$ cat src/pickle_frame_encoder_macros.svh
// Assertion macros for the pickle frame encoder.
`ifndef PICKLE_FRAME_ENCODER_MACROS_SVH
`define PICKLE_FRAME_ENCODER_MACROS_SVH

// Same-cycle implication, checked out of reset only.
`define PFE_ASSERT_NOW(label, clk, rst_n, ante, cons, msg) \
	label: assert property (@(posedge clk) disable iff (!rst_n) (ante) |-> (cons)) \
		else $error(msg);

// Next-cycle implication, checked out of reset only.
`define PFE_ASSERT_NEXT(label, clk, rst_n, ante, cons, msg) \
	label: assert property (@(posedge clk) disable iff (!rst_n) (ante) |=> (cons)) \
		else $error(msg);

`endif

$ cat src/pfe_pkg.sv
package pfe_pkg;

	// Item kinds
	localparam logic [2:0] KIND_BOOL   = 3'd0;
	localparam logic [2:0] KIND_INT    = 3'd1;
	localparam logic [2:0] KIND_DOUBLE = 3'd2;
	localparam logic [2:0] KIND_HEADER = 3'd3;
	localparam logic [2:0] KIND_CHAR   = 3'd4;
	localparam logic [2:0] KIND_END    = 3'd5;

	// Pickle opcodes
	localparam logic [7:0] OP_NEWTRUE   = 8'h88;
	localparam logic [7:0] OP_NEWFALSE  = 8'h89;
	localparam logic [7:0] OP_BININT1   = 8'h4b;
	localparam logic [7:0] OP_BININT2   = 8'h4d;
	localparam logic [7:0] OP_BININT    = 8'h4a;
	localparam logic [7:0] OP_BINFLOAT  = 8'h47;
	localparam logic [7:0] OP_SHORT_UNI = 8'h8c;
	localparam logic [7:0] OP_UNI       = 8'h58;
	localparam logic [7:0] OP_BINPUT    = 8'h71;
	localparam logic [7:0] OP_TUPLE1    = 8'h85;
	localparam logic [7:0] OP_TUPLE2    = 8'h86;
	localparam logic [7:0] OP_TUPLE3    = 8'h87;
	localparam logic [7:0] OP_TUPLE     = 8'h74;

	// Memo slots and terminator
	localparam logic [7:0] MEMO_STRING = 8'h00;
	localparam logic [7:0] MEMO_TUPLE  = 8'h01;
	localparam logic [7:0] BYTE_STOP   = 8'h00;

	// Element count saturates here
	localparam logic [2:0] EC_MAX = 3'd7;

	// Longest byte run of one item (a double)
	localparam int MAX_BYTES = 9;
	localparam int NB_W      = $clog2(MAX_BYTES + 1);
	localparam int IDX_W     = $clog2(MAX_BYTES);

	// Queue between front and back; depth is a power of two
	localparam int QDEPTH = 2;
	localparam int QPTR_W = $clog2(QDEPTH);
	localparam int QCNT_W = QPTR_W + 1;

	typedef struct packed {
		logic [2:0]         kind;
		logic               flag;
		logic signed [31:0] int_value;
		logic [63:0]        double_bits;
		logic [15:0]        text_length;
		logic [7:0]         char_byte;
	} in_item_t;

	typedef struct packed {
		logic [7:0] out_byte;
		logic       last_of_run;
		logic       frame_end;
	} out_item_t;

	// One classified item: bytes[0] goes out first
	typedef struct packed {
		logic [MAX_BYTES-1:0][7:0] bytes;
		logic [NB_W-1:0]           nbytes;
		logic                      frame_end;
	} job_t;

	// Queue status seen by both sides
	typedef struct packed {
		logic full;
		logic empty;
	} q_status_t;

endpackage

$ cat src/pfe_front.sv
module pfe_front
	import pfe_pkg::*;
(
	input  logic      clk,
	input  logic      arst_n,
	input  logic      item_valid,
	output logic      item_stall,
	input  in_item_t  item,
	input  q_status_t q_stat,
	output logic      push,
	output job_t      push_job
);

	logic [2:0]  ec_q;
	logic [15:0] cl_q;
	logic [2:0]  ec_d;
	logic [15:0] cl_d;
	logic [2:0]  ec_inc;
	logic        accept;
	job_t        job;

	assign item_stall = q_stat.full;
	assign accept     = item_valid && !item_stall;
	assign ec_inc     = (ec_q != EC_MAX) ? ec_q + 3'd1 : ec_q;

	// Classify the item into its byte run and next state
	always_comb begin
		job   = '0;
		ec_d  = ec_q;
		cl_d  = cl_q;
		case (item.kind)
			KIND_BOOL: begin
				ec_d          = ec_inc;
				job.bytes[0]  = item.flag ? OP_NEWTRUE : OP_NEWFALSE;
				job.nbytes    = NB_W'(1);
			end
			KIND_INT: begin
				ec_d = ec_inc;
				if ($unsigned(item.int_value) <= 32'h0000_00ff) begin
					job.bytes[0] = OP_BININT1;
					job.bytes[1] = item.int_value[7:0];
					job.nbytes   = NB_W'(2);
				end else if ($unsigned(item.int_value) <= 32'h0000_ffff) begin
					job.bytes[0] = OP_BININT2;
					job.bytes[1] = item.int_value[7:0];
					job.bytes[2] = item.int_value[15:8];
					job.nbytes   = NB_W'(3);
				end else begin
					job.bytes[0] = OP_BININT;
					job.bytes[1] = item.int_value[7:0];
					job.bytes[2] = item.int_value[15:8];
					job.bytes[3] = item.int_value[23:16];
					job.bytes[4] = item.int_value[31:24];
					job.nbytes   = NB_W'(5);
				end
			end
			KIND_DOUBLE: begin
				ec_d         = ec_inc;
				job.bytes[0] = OP_BINFLOAT;
				// most significant byte first
				for (int i = 0; i < 8; i++) begin
					job.bytes[i+1] = item.double_bits[8*(7-i) +: 8];
				end
				job.nbytes = NB_W'(9);
			end
			KIND_HEADER: begin
				ec_d = ec_inc;
				cl_d = item.text_length;
				if (item.text_length <= 16'h00ff) begin
					job.bytes[0] = OP_SHORT_UNI;
					job.bytes[1] = item.text_length[7:0];
					if (item.text_length == 16'h0000) begin
						// empty string: memo it at once
						job.bytes[2] = OP_BINPUT;
						job.bytes[3] = MEMO_STRING;
						job.nbytes   = NB_W'(4);
					end else begin
						job.nbytes = NB_W'(2);
					end
				end else begin
					job.bytes[0] = OP_UNI;
					job.bytes[1] = item.text_length[7:0];
					job.bytes[2] = item.text_length[15:8];
					job.bytes[3] = 8'h00;
					job.bytes[4] = 8'h00;
					job.nbytes   = NB_W'(5);
				end
			end
			KIND_CHAR: begin
				// stray characters are dropped
				if (cl_q != 16'h0000) begin
					cl_d         = cl_q - 16'd1;
					job.bytes[0] = item.char_byte;
					if (cl_q == 16'h0001) begin
						job.bytes[1] = OP_BINPUT;
						job.bytes[2] = MEMO_STRING;
						job.nbytes   = NB_W'(3);
					end else begin
						job.nbytes = NB_W'(1);
					end
				end
			end
			KIND_END: begin
				ec_d          = 3'd0;
				cl_d          = 16'h0000;
				job.frame_end = 1'b1;
				if (ec_q != 3'd0) begin
					case (ec_q)
						3'd1:    job.bytes[0] = OP_TUPLE1;
						3'd2:    job.bytes[0] = OP_TUPLE2;
						3'd3:    job.bytes[0] = OP_TUPLE3;
						default: job.bytes[0] = OP_TUPLE;
					endcase
					job.bytes[1] = OP_BINPUT;
					job.bytes[2] = MEMO_TUPLE;
					job.bytes[3] = BYTE_STOP;
					job.nbytes   = NB_W'(4);
				end else begin
					job.bytes[0] = BYTE_STOP;
					job.nbytes   = NB_W'(1);
				end
			end
			default: begin
				// unused kinds: no bytes, no state change
			end
		endcase
	end

	assign push     = accept && (job.nbytes != '0);
	assign push_job = job;

	// Frame and string state
	always_ff @(posedge clk or negedge arst_n) begin
		if (!arst_n) begin
			ec_q <= 3'd0;
			cl_q <= 16'h0000;
		end else if (accept) begin
			ec_q <= ec_d;
			cl_q <= cl_d;
		end
	end

endmodule

$ cat src/pfe_queue.sv
module pfe_queue
	import pfe_pkg::*;
(
	input  logic      clk,
	input  logic      arst_n,
	input  logic      push,
	input  job_t      push_job,
	input  logic      pop,
	output job_t      head,
	output q_status_t stat
);

	job_t              slot_q [QDEPTH];
	logic [QPTR_W-1:0] wr_ptr_q;
	logic [QPTR_W-1:0] rd_ptr_q;
	logic [QCNT_W-1:0] cnt_q;

	assign stat.full  = (cnt_q == QCNT_W'(QDEPTH));
	assign stat.empty = (cnt_q == '0);
	assign head       = slot_q[rd_ptr_q];

	// Pointers and fill count
	always_ff @(posedge clk or negedge arst_n) begin
		if (!arst_n) begin
			wr_ptr_q <= '0;
			rd_ptr_q <= '0;
			cnt_q    <= '0;
		end else begin
			if (push) begin
				wr_ptr_q <= (wr_ptr_q == QPTR_W'(QDEPTH - 1)) ? '0 : wr_ptr_q + 1'b1;
			end
			if (pop) begin
				rd_ptr_q <= (rd_ptr_q == QPTR_W'(QDEPTH - 1)) ? '0 : rd_ptr_q + 1'b1;
			end
			if (push && !pop) begin
				cnt_q <= cnt_q + 1'b1;
			end else if (pop && !push) begin
				cnt_q <= cnt_q - 1'b1;
			end
		end
	end

	// Entry storage, no reset
	always_ff @(posedge clk) begin
		if (push) begin
			slot_q[wr_ptr_q] <= push_job;
		end
	end

endmodule

$ cat src/pfe_back.sv
module pfe_back
	import pfe_pkg::*;
(
	input  logic      clk,
	input  logic      arst_n,
	input  job_t      head,
	input  q_status_t q_stat,
	output logic      pop,
	output logic      res_valid,
	input  logic      res_stall,
	output out_item_t res
);

	logic [IDX_W-1:0] idx_q;
	logic             out_valid_q;
	out_item_t        out_q;
	logic             load;
	logic             last;

	assign load      = !q_stat.empty && (!out_valid_q || !res_stall);
	assign last      = (NB_W'(idx_q) == head.nbytes - NB_W'(1));
	assign pop       = load && last;
	assign res_valid = out_valid_q;
	assign res       = out_q;

	// Byte walker and output register
	always_ff @(posedge clk or negedge arst_n) begin
		if (!arst_n) begin
			idx_q       <= '0;
			out_valid_q <= 1'b0;
		end else begin
			if (load) begin
				out_valid_q <= 1'b1;
				idx_q       <= last ? '0 : idx_q + 1'b1;
			end else if (!res_stall) begin
				out_valid_q <= 1'b0;
			end
		end
	end

	always_ff @(posedge clk) begin
		if (load) begin
			out_q.out_byte    <= head.bytes[idx_q];
			out_q.last_of_run <= last;
			out_q.frame_end   <= last && head.frame_end;
		end
	end

endmodule

$ cat src/pickle_frame_encoder.sv
// With the queue and output register idle, an item's first byte is written to the job queue
// and then to the output register before it is offered. Throughput: one byte per cycle at
// the output while res_stall is low; an item of n bytes (1 to 9, a double nine) holds the
// output until all n are sent. A two-entry job queue lets the input take a new item every cycle while it has room.
// Reset: arst_n clears element count, pending characters, queue and output valid.
`include "pickle_frame_encoder_macros.svh"

module pickle_frame_encoder
	import pfe_pkg::*;
(
	input  logic      clk,
	input  logic      arst_n,
	input  logic      item_valid,
	output logic      item_stall,
	input  in_item_t  item,
	output logic      res_valid,
	input  logic      res_stall,
	output out_item_t res
);

	q_status_t q_stat;
	logic      push;
	logic      pop;
	job_t      push_job;
	job_t      head;

	pfe_front u_front (
		.clk        (clk),
		.arst_n     (arst_n),
		.item_valid (item_valid),
		.item_stall (item_stall),
		.item       (item),
		.q_stat     (q_stat),
		.push       (push),
		.push_job   (push_job)
	);

	pfe_queue u_queue (
		.clk      (clk),
		.arst_n   (arst_n),
		.push     (push),
		.push_job (push_job),
		.pop      (pop),
		.head     (head),
		.stat     (q_stat)
	);

	pfe_back u_back (
		.clk       (clk),
		.arst_n    (arst_n),
		.head      (head),
		.q_stat    (q_stat),
		.pop       (pop),
		.res_valid (res_valid),
		.res_stall (res_stall),
		.res       (res)
	);

	// Checks
	`PFE_ASSERT_NOW(a_no_overflow, clk, arst_n, push, !q_stat.full, "push into full queue")
	`PFE_ASSERT_NOW(a_no_underflow, clk, arst_n, pop, !q_stat.empty, "pop from empty queue")
	`PFE_ASSERT_NOW(a_stop_byte, clk, arst_n, res_valid && res.frame_end, res.last_of_run && res.out_byte == BYTE_STOP, "frame end not on final zero byte")
	`PFE_ASSERT_NEXT(a_fill_after_push, clk, arst_n, push && !pop, !q_stat.empty, "queue empty after push")

endmodule
$ cat config.mk
export PLATFORM = sky130hd
export DESIGN_NAME = pickle_frame_encoder
export DESIGN_NICKNAME = d
export VERILOG_FILES = /design/src/pfe_pkg.sv /design/src/pfe_front.sv /design/src/pfe_queue.sv /design/src/pfe_back.sv /design/src/pickle_frame_encoder.sv
export VERILOG_INCLUDE_DIRS = /design/src /design/src/src
export SDC_FILE = /design/constraint.sdc
export NUM_CORES = 1
export LEC_CHECK = 0
export BUFFER_PORTS_ARGS = -buffer_cell sky130_fd_sc_hd__buf_2
export CAP_MARGIN = 10
export CORE_MARGIN = 5
export CORE_UTILIZATION = 45
export CTS_CLUSTER_SIZE = 12
export DETAILED_ROUTE_END_ITERATION = 12
export PLACE_DENSITY_LB_ADDON = 0.08
export SETUP_SLACK_MARGIN = 0.02
export SYNTH_ARGS = -nofsm -noshare
export SYNTH_HDL_FRONTEND = slang
export SYNTH_SLANG_ARGS = --single-unit
$ cat constraint.sdc
create_clock -name clk -period 5 [get_ports clk]
set_input_delay 0.25 -clock clk [delete_from_list [all_inputs] [get_ports clk]]
set_output_delay 0.25 -clock clk [all_outputs]
set_load 0.005 [all_outputs]
==> impl_metrics.tcl, run 1 <==
set metrics [dict create \
    maxSlewViolCount 0 \
    max_stage_delay_ps 490 \
    slew_headroom 0.368 \
    finalNetCount 941 \
    layout.cells.non_filler 1081 \
    dieWidth_um 153 \
    syn-num-nets 815 \
    postPlaceCellArea_um2 10200 \
    num_rows 52 \
    cts-root-buf "clkbuf_16" \
    layout-drive-gt1-share 0.280 \
    critPathLaunch "u_front.cl_q[11]$_DFFE_PN0P_" \
    min_period_over_period 0.577 \
    wirelength_um 22900 \
    die_y_um 153 \
    p_leak_nw 4.11 \
    synth_edf_count 164 \
    ir_worst_vdd_mv 0.259 \
    crit_arrival_ps 2950 \
    skew_ps 15.5 \
    fin_area_um2 10800 \
    postSynthCellCount 673 \
    io_buffer_count 139 \
    design.core.area_um2 20200 \
    cp_data_required_time_ps 5070 \
    antenna_found_initial 1 \
    r2r-start "u_front.cl_q[11]$_DFFE_PN0P_" \
    synth.avg_cell_area_um2 13.7 \
    dp_cells 1048 \
    ys_seq_area_frac 0.610 \
    area_growth_syn_to_layout_pct 16.6 \
    ys.flop_type "edfxtp_1" \
    crit_path_end_kind "register" \
    final_cell_mix "edfxtp_1 (164), buf_2 (139), nand2_1 (44), a21oi_1 (37), o21ai_0 (35)" \
    cts_setup_buffers 0 \
    fin_crit_ps 2880 \
    hp-start "res_stall" \
    die_area_um2 23500 \
    clock.fmax_mhz 347 \
    cts_buffers 17 \
    clock_path_buffers 2 \
    cts.sinks 192 \
    rsz0062_at_grt "no" \
    pin_count 140 \
    grt_usage 0.195 \
    clk_latency_ps 430 \
    mostFrequentLayoutCell "edfxtp_1" \
    cts_tree "done" \
    yosysUniqueCellTypes 66 \
    worstPathCellList "nor4_4 > and4b_2 > nand4_2 > a311oi_4 > nor2b_4 > buf_12" \
    dp_hpwl_um 16600 \
    htree_num_levels 4 \
    grt_pass1_vias 6373 \
    finalSetupTns_ps 0 \
    cellPowerDensity_nw_per_um2 478 \
    cp_slowest_cell "dfrtp_1" \
    ys.warnings.count 0 \
    viasPerCell 5.84 \
    gp_congestion 0.864 \
    max-cap-violations 0 \
    startpoint_type "register" \
    worst_pin_slew_ps 949 \
    finalSetupViolCount 0 \
    ant_nets 0 \
    n_antenna_cell 0 \
    path_clk_slew_ps 70 \
    grt_max_degree 78 \
    ys_ff_latch 192 \
    drt_iter0_drc 499 \
    crit_fanout 77 \
    overflow 0 \
    initial_core_util 0.456 \
    status "finished clean" \
    drc 0 \
    finalHoldViolations 0 \
    critical_path_class "reg2reg" \
    drtPass1Iterations 6 \
    wl_per_cell_um 21.2 \
    async_reset_ff_frac 0.146 \
    vias 6308 \
    grt_first_pass_wirelength_um 35200 \
    synthesis.area_um2 9220 \
    hold_path.class "in2reg" \
]
what timing repair did:
item                                    CTS  global route
hold buffers                              1             0
endpoints found under the setup margin    0             0
endpoints found under the hold margin    28             0
gates resized for setup                   0             0
path summary, 6_finish.rpt:
check | depth (start not counted) | slack (ps) | endpoint
worst max-delay path | 6 | 2120 | u_queue.slot_q[0][68]$_DFFE_PP_
worst min-delay path | 3 | 30 | u_back.res_valid$_DFFE_PN0P_
worst max register to register | 6 | 2120 | u_queue.slot_q[0][68]$_DFFE_PP_
worst min register to register | 2 | 480 | u_back.res_valid$_DFFE_PN0P_
max in group asynchronous | 2 | 4080 | u_back.idx_q[0]$_DFFE_PN0P_
min in group asynchronous | 2 | 410 | u_back.res_valid$_DFFE_PN0P_
cells by family (layout without fill, tap and decap cells):
group / Yosys count / count (layout) / share of synthesized area
AOI/OAI and AO/OA: 158 / 158 / 0.117
xor gates and xnor gates: 11 / 11 / 0.0104
adders and majority gates: 14 / 14 / 0.0190
muxes: 61 / 61 / 0.110
buffers and inverters: 53 / 191 / 0.0240
DFF: 192 / 192 / 0.610
and+or+nand+nor: 184 / 184 / 0.110
metal layers:
metal  track usage  wire length (um)
met1         0.281             10200
met2         0.303             10900
met3        0.0396              1470
met4        0.0547               307
met5             0                13
critical path, delay by kind of cell (launching register included):
family / cells / cell delay (ps)
buffers and inverters: 1 / 340
and+or+nand+nor: 4 / 1200
DFF: 1 / 490
AOI/OAI and AO/OA: 1 / 400
layout make-up:
cell class	instances	area (um^2)
fill	1741	9480
tap	270	338
inverter	13	48.8
sequential	192	5630
multi-input combinational	428	3390
clock inverter	12	134
timing repair buffer	147	783
clock buffer	19	433
sequential cells by signal, summed over array words and instances (netlist names), 2 cells and up:
name and flops:
u_back.res 10, u_back.idx_q 4, u_front.ec_q 3, u_queue.slot_q 154
u_queue.cnt_q 2, u_front.cl_q 16
through the flow:
stage	setup WS (ps)	util	power, W	hold WS (ps)
6_report	2120	0.531	0.00514	34.9
2_1_floorplan	921	-	0.00338	-45.6
3_5_place_dp	1770	0.503	0.00387	352
5_1_grt	1780	0.531	0.00543	30.4
4_1_cts	2050	0.531	0.00520	17.7
3_3_place_gp	1840	0.503	0.00384	343
synth_stat cells, drive strengths merged, types with 3 or more instances:
library cell	number	area share
edfxtp	164	0.53
nand2	44	0.018
dfrtp	28	0.076
and3	33	0.022
nand3	5	0.0027
clkinv	3	0.0012
buf	18	0.0098
nor4	15	0.013
ha	14	0.019
xor2	6	0.0057
nand4	7	0.0054
o211ai	4	0.0033
o22ai	9	0.0061
a221oi	9	0.0085
nand2b	4	0.0027
o21ai	39	0.021
mux2i	28	0.030
a21oi	39	0.022
xnor2	5	0.0047
nor3b	3	0.0030
nor2b	9	0.0061
clkbuf	22	0.0090
nor2	31	0.013
and2	6	0.0041
inv	10	0.0041
nor3	14	0.0081
mux4	32	0.078
a22oi	7	0.0057
a31oi	6	0.0041
o2bb2ai	3	0.0028
a22o	24	0.023
a211oi	3	0.0024
power breakdown:
group | leakage, nW | internal (W) | switching, W | total, W
clock | 0.276 | 0.000740 | 0.000582 | 0.00132
sequential | 1.93 | 0.00209 | 0.000295 | 0.00238
combinational | 1.90 | 0.000670 | 0.000768 | 0.00144
total | 4.11 | 0.00350 | 0.00165 | 0.00514
Note: power is estimated with default switching activity, not from simulation.
==> run 2: changes to the inputs <==
==> constraint.sdc (replaced) <==
create_clock -name clk -period 2.4 [get_ports clk]
set_input_delay 0.12 -clock clk [delete_from_list [all_inputs] [get_ports clk]]
set_output_delay 0.12 -clock clk [all_outputs]
set_load 0.005 [all_outputs]
==> run 2 against run 1 <==
Clock skew is 4.0 ps lower. Setup slack worse by 2100 ps. Sequential share of layout area is 3.8 points lower. Combinational power grew to 2.7 times the previous value. Core utilization is 4.2 points higher.
==> impl_metrics.tcl, run 2 (synthesized netlist as in run 1, its figures left out) <==
set metrics [dict create \
    status "finished clean" \
    area_growth_syn_to_layout_pct 25.8 \
    cts_tree "done" \
    p_leak_nw 4.55 \
    final_core_util 0.573 \
    wirelength_um 24000 \
    p_switching_w 0.00378 \
    max_stage_delay_ps 410 \
    power_frac_comb 0.339 \
    dp_hpwl_um 17900 \
    layout.cells.non_filler 1153 \
    max-cap-violations 0 \
    finalHoldViolations 0 \
    r2r-start "u_front.cl_q[14]$_DFFE_PN0P_" \
    rsz0062_at_grt "yes" \
    mostFrequentLayoutCell "edfxtp_1" \
    cellPowerDensity_nw_per_um2 1000 \
    wl_per_cell_um 20.9 \
    power_w 0.0116 \
    finalNetCount 1012 \
    design.core.area_um2 20200 \
    crit_family "simple AND/OR/NAND/NOR gates" \
    worstPathCellList "nor4_4 > and4b_2 > nand4_4 > a311oi_4 > nor2b_4 > buf_12 > buf_16" \
    num_rows 52 \
    n_antenna_cell 0 \
    hold_path.class "in2reg" \
    skew_ps 11.5 \
    clkPwrFrac 0.253 \
    largest_reg_flops 154 \
    cts_buffers 17 \
    startpoint_type "register" \
    grt_max_degree 36 \
    antenna_found_initial 0 \
    ant_nets 0 \
    critPathLaunch "u_front.cl_q[14]$_DFFE_PN0P_" \
    grt_first_pass_wirelength_um 37700 \
    hp-start "item[66]" \
    slew_headroom 0.487 \
    pin_count 140 \
    clock.fmax_mhz 425 \
    htree_num_levels 4 \
    drc 0 \
    overflow 0 \
    fin_crit_ps 2350 \
    drtPass1Iterations 5 \
    clock_path_buffers 2 \
    grt_pass1_vias 6787 \
    drt_iter0_drc 509 \
    rrSetupSlack_ps 50 \
    finalSetupTns_ps 0 \
    final_cell_mix "edfxtp_1 (164), buf_2 (139), buf_4 (59), nand2_1 (44), a21oi_1 (37)" \
    power.internal_w 0.00782 \
    ir_worst_vdd_mv 0.537 \
    crit_path_end_kind "register" \
    grt_usage 0.205 \
    die_area_um2 23500 \
    layout-drive-gt1-share 0.344 \
    critical_path_class "reg2reg" \
    finalSetupViolCount 0 \
    power.share.sequential 0.408 \
    largest_register "u_queue.slot_q" \
    cts.sinks 192 \
    crit_buf_inv 2 \
    dp_cells 1104 \
    die_y_um 153 \
    gp_congestion 0.836 \
    crit_fanout 19 \
    path_clk_slew_ps 70 \
    initial_core_util 0.456 \
    clk_latency_ps 430 \
    crit_arrival_ps 2480 \
    viasPerCell 5.72 \
    worst_pin_slew_ps 770 \
    cts-root-buf "clkbuf_16" \
    io_buffer_count 139 \
    switching_share 0.326 \
    vias 6599 \
    cp_slowest_cell "dfrtp_1" \
    dieWidth_um 153 \
    min_period_over_period 0.980 \
    maxSlewViolCount 0 \
    cp_data_required_time_ps 2530 \
]
## run 2: worst reg2reg max path, stage by stage (launching register included)
cell	delay (ps)
dfrtp_1	410
nor4_4	320
and4b_2	310
nand4_4	120
a311oi_4	320
nor2b_4	240
buf_12	160
buf_16	170
## run 2: power groups by stage
stage | Sequential [W] | Combinational, W | Clock (W)
finish | 0.00473 | 0.00394 | 0.00293
global route | 0.00480 | 0.00426 | 0.00313
CTS | 0.00472 | 0.00387 | 0.00298
detailed placement | 0.00479 | 0.00370 | 0
global placement | 0.00476 | 0.00365 | 0
floorplan | 0.00470 | 0.00233 | 0
## run 2: area by class of cell
class | count | area (um^2)
Tap cell | 270 | 338
Multi-Input combinational cell | 428 | 3500
Clock buffer | 18 | 429
Clock inverter | 14 | 191
Sequential cell | 192 | 5630
Timing Repair Buffer | 218 | 1470
Inverter | 13 | 48.8
Fill cell | 1640 | 8630
## run 2: timing repair
item | 4_1_cts | 5_1_grt
setup endpoints to repair | 156 | 120
gates resized for setup | 11 | 10
pin swaps | 6 | 4
buffers inserted | 7 | 1
endpoints found under the hold margin | 41 | 0
gates cloned | 1 | 0
hold buffers | 9 | 0
## run 2: metal layers
| layer | routed length, um | up-vias | track usage |
|---|---|---|---|
| met1 | 10900 | 3252 | 0.300 |
| met3 | 1440 | 26 | 0.0353 |
| met5 | 0 | - | 0 |
| met2 | 11300 | 253 | 0.321 |
| li1 | - | 3068 | - |
| met4 | 392 | 0 | 0.0543 |
## run 2: path summary, 6_finish.rpt
check,end,cells past startpoint
min,u_queue.slot_q[0][31]$_DFFE_PP_,2
max reg2reg,u_queue.slot_q[0][10]$_DFFE_PP_,7
min in group asynchronous,u_back.res_valid$_DFFE_PN0P_,2
max in group asynchronous,u_queue.rd_ptr_q$_DFFE_PN0P_,2
min reg2reg,u_back.res_valid$_DFFE_PN0P_,2
max,u_queue.slot_q[0][10]$_DFFE_PP_,7
## run 2: through the flow
step | area [um^2] | hold slack (ps) | setup slack (ps)
2_1_floorplan | 9240 | -176 | -722
3_3_place_gp | 10700 | 226 | -43.5
3_5_place_dp | 10700 | 239 | -87.1
4_1_cts | 11500 | 9.50 | -12.7
5_1_grt | 11600 | 22.8 | -20.3
6_report | 11600 | 26.6 | 47.4
==> run 3: changes to the inputs <==
--- a/config.mk
+++ b/config.mk
@@ -9,11 +9,12 @@
 export BUFFER_PORTS_ARGS = -buffer_cell sky130_fd_sc_hd__buf_2
 export CAP_MARGIN = 10
 export CORE_MARGIN = 5
-export CORE_UTILIZATION = 45
+export CORE_UTILIZATION = 55
 export CTS_CLUSTER_SIZE = 12
 export DETAILED_ROUTE_END_ITERATION = 12
 export PLACE_DENSITY_LB_ADDON = 0.08
 export SETUP_SLACK_MARGIN = 0.02
+export SKIP_CTS_REPAIR_TIMING = 1
 export SYNTH_ARGS = -nofsm -noshare
 export SYNTH_HDL_FRONTEND = slang
 export SYNTH_SLANG_ARGS = --single-unit
==> constraint.sdc (replaced) <==
create_clock -name clk -period 2.9 [get_ports clk]
set_input_delay 0.145 -clock clk [delete_from_list [all_inputs] [get_ports clk]]
set_output_delay 0.145 -clock clk [all_outputs]
set_load 0.005 [all_outputs]
==> run 3 against run 2 <==
Hold slack worse by 2.2 ps. Fmax down 13%. Critical path type unchanged. Sequential power is 16% lower. Die area shrank 17%. Combinational power is 30% lower. Power fell by 21%. Via count barely moved. Largest cell class unchanged. Largest power group unchanged. Highest routed layer unchanged. Register-to-register slack gained 150 ps.
==> impl_metrics.tcl, run 3 (synthesized netlist as in run 1, its figures left out) <==
set metrics [dict create \
    dp_cells 1015 \
    finalSetupViolCount 0 \
    wl_per_cell_um 22.2 \
    drc 0 \
    skew_ps 12.1 \
    dp_hpwl_um 16700 \
    area_growth_syn_to_layout_pct 18.3 \
    worst_pin_slew_ps 977 \
    min_period_over_period 0.931 \
    worstPathCellList "inv_1 > ha_1 > nor4b_1 > nand4_1 > a21oi_2 > a311oi_4 > and2_2 > buf_4" \
    status "finished clean" \
    cts_tree "done" \
    slew_headroom 0.349 \
    p_leak_nw 4.23 \
    path_clk_slew_ps 70 \
    critPathLaunch "u_front.cl_q[0]$_DFFE_PN0P_" \
    die_y_um 140 \
    largest_register "u_queue.slot_q" \
    htree_num_levels 4 \
    design.core.area_um2 16500 \
    wirelength_um 23300 \
    maxSlewViolCount 0 \
    crit_fanout 30 \
    critical_path_class "reg2reg" \
    finalHoldViolations 0 \
    rsz0062_at_grt "no" \
    die_area_um2 19500 \
    r2r-start "u_front.cl_q[0]$_DFFE_PN0P_" \
    io_buffer_count 139 \
    finalNetCount 959 \
    postPlaceCellArea_um2 10300 \
    fin_area_um2 10900 \
    finalSetupTns_ps 0 \
    max_stage_delay_ps 440 \
    vias 6596 \
    clk_latency_ps 440 \
    final_cell_mix "edfxtp_1 (164), buf_2 (139), nand2_1 (44), a21oi_1 (37), o21ai_0 (35)" \
    fin_crit_ps 2700 \
    clock.fmax_mhz 370 \
    overflow 0 \
    ant_nets 0 \
    cts_buffers 17 \
    cts-root-buf "clkbuf_16" \
    ir_worst_vdd_mv 0.796 \
    num_rows 47 \
    crit_arrival_ps 2840 \
    layout.cells.non_filler 1050 \
    largest_reg_flops 154 \
    cp_slowest_cell "dfrtp_1" \
    antenna_found_initial 0 \
    clock_path_buffers 2 \
    grt_max_degree 48 \
    layout-drive-gt1-share 0.296 \
    crit_buf_inv 2 \
    drt_iter0_drc 588 \
    hp-start "item[23]" \
    dieWidth_um 140 \
    crit_path_end_kind "register" \
    startpoint_type "register" \
    max-cap-violations 0 \
    drtPass1Iterations 5 \
    initial_core_util 0.558 \
    crit_family "simple AND/OR/NAND/NOR gates" \
    n_antenna_cell 0 \
    cellPowerDensity_nw_per_um2 837 \
    grt_first_pass_wirelength_um 36800 \
    power_w 0.00913 \
    cts.sinks 192 \
    viasPerCell 6.28 \
    cp_data_required_time_ps 3040 \
    pin_count 140 \
    grt_pass1_vias 6638 \
    mostFrequentLayoutCell "edfxtp_1" \
    gp_congestion 0.902 \
    hold_path.class "in2reg" \
    grt_usage 0.244 \
]
run 3: final timing paths:
path	to	slack, ps	cells after the start
max in group asynchronous	u_front.cl_q[11]$_DFFE_PN0P_	2090	2
min	u_front.cl_q[15]$_DFFE_PN0P_	20	3
min reg2reg	u_back.res_valid$_DFFE_PN0P_	490	2
max	u_queue.slot_q[1][1]$_DFFE_PP_	200	8
min in group asynchronous	u_queue.rd_ptr_q$_DFFE_PN0P_	300	2
max reg2reg	u_queue.slot_q[1][1]$_DFFE_PP_	200	8
run 3: per-layer routing:
| metal | wire, um | vias to the layer above | GRT usage |
|---|---|---|---|
| met2 | 11200 | 342 | 0.381 |
| met5 | 0 | - | 0 |
| met1 | 9980 | 3243 | 0.350 |
| li1 | - | 2963 | - |
| met4 | 413 | 0 | 0.0628 |
| met3 | 1800 | 48 | 0.0580 |
run 3: final cells by class:
type                    instances  area, um^2
multi-input cells             428        3390
repair buffers                165         946
clock buffers                  17         425
well taps                     220         275
fillers                      1187        5620
inverters                      13        48.8
clock inverters                15         190
flip-flops and latches        192        5630
run 3: report_power, final:
group          switching [W]  total, W  internal, W
Clock                0.00114   0.00239      0.00125
Combinational        0.00150   0.00275      0.00125
Sequential          0.000392   0.00399      0.00359
Total                0.00303   0.00913      0.00609
run 3: stage by stage:
stage | util | setup WS [ps] | hold WS (ps)
6_report | 0.660 | 200 | 24.4
5_1_grt | 0.660 | 80.7 | 20.4
4_1_cts | 0.658 | 257 | -224
3_5_place_dp | 0.621 | 281 | 243
3_3_place_gp | 0.621 | 357 | 229
2_1_floorplan | - | -222 | -151
run 3: worst register-to-register path, stage by stage (launching register included):
cell and delay, ps:
dfrtp_1 440, inv_1 80, ha_1 340, nor4b_1 410
nand4_1 190, a21oi_2 260, a311oi_4 160, and2_2 250
buf_4 260
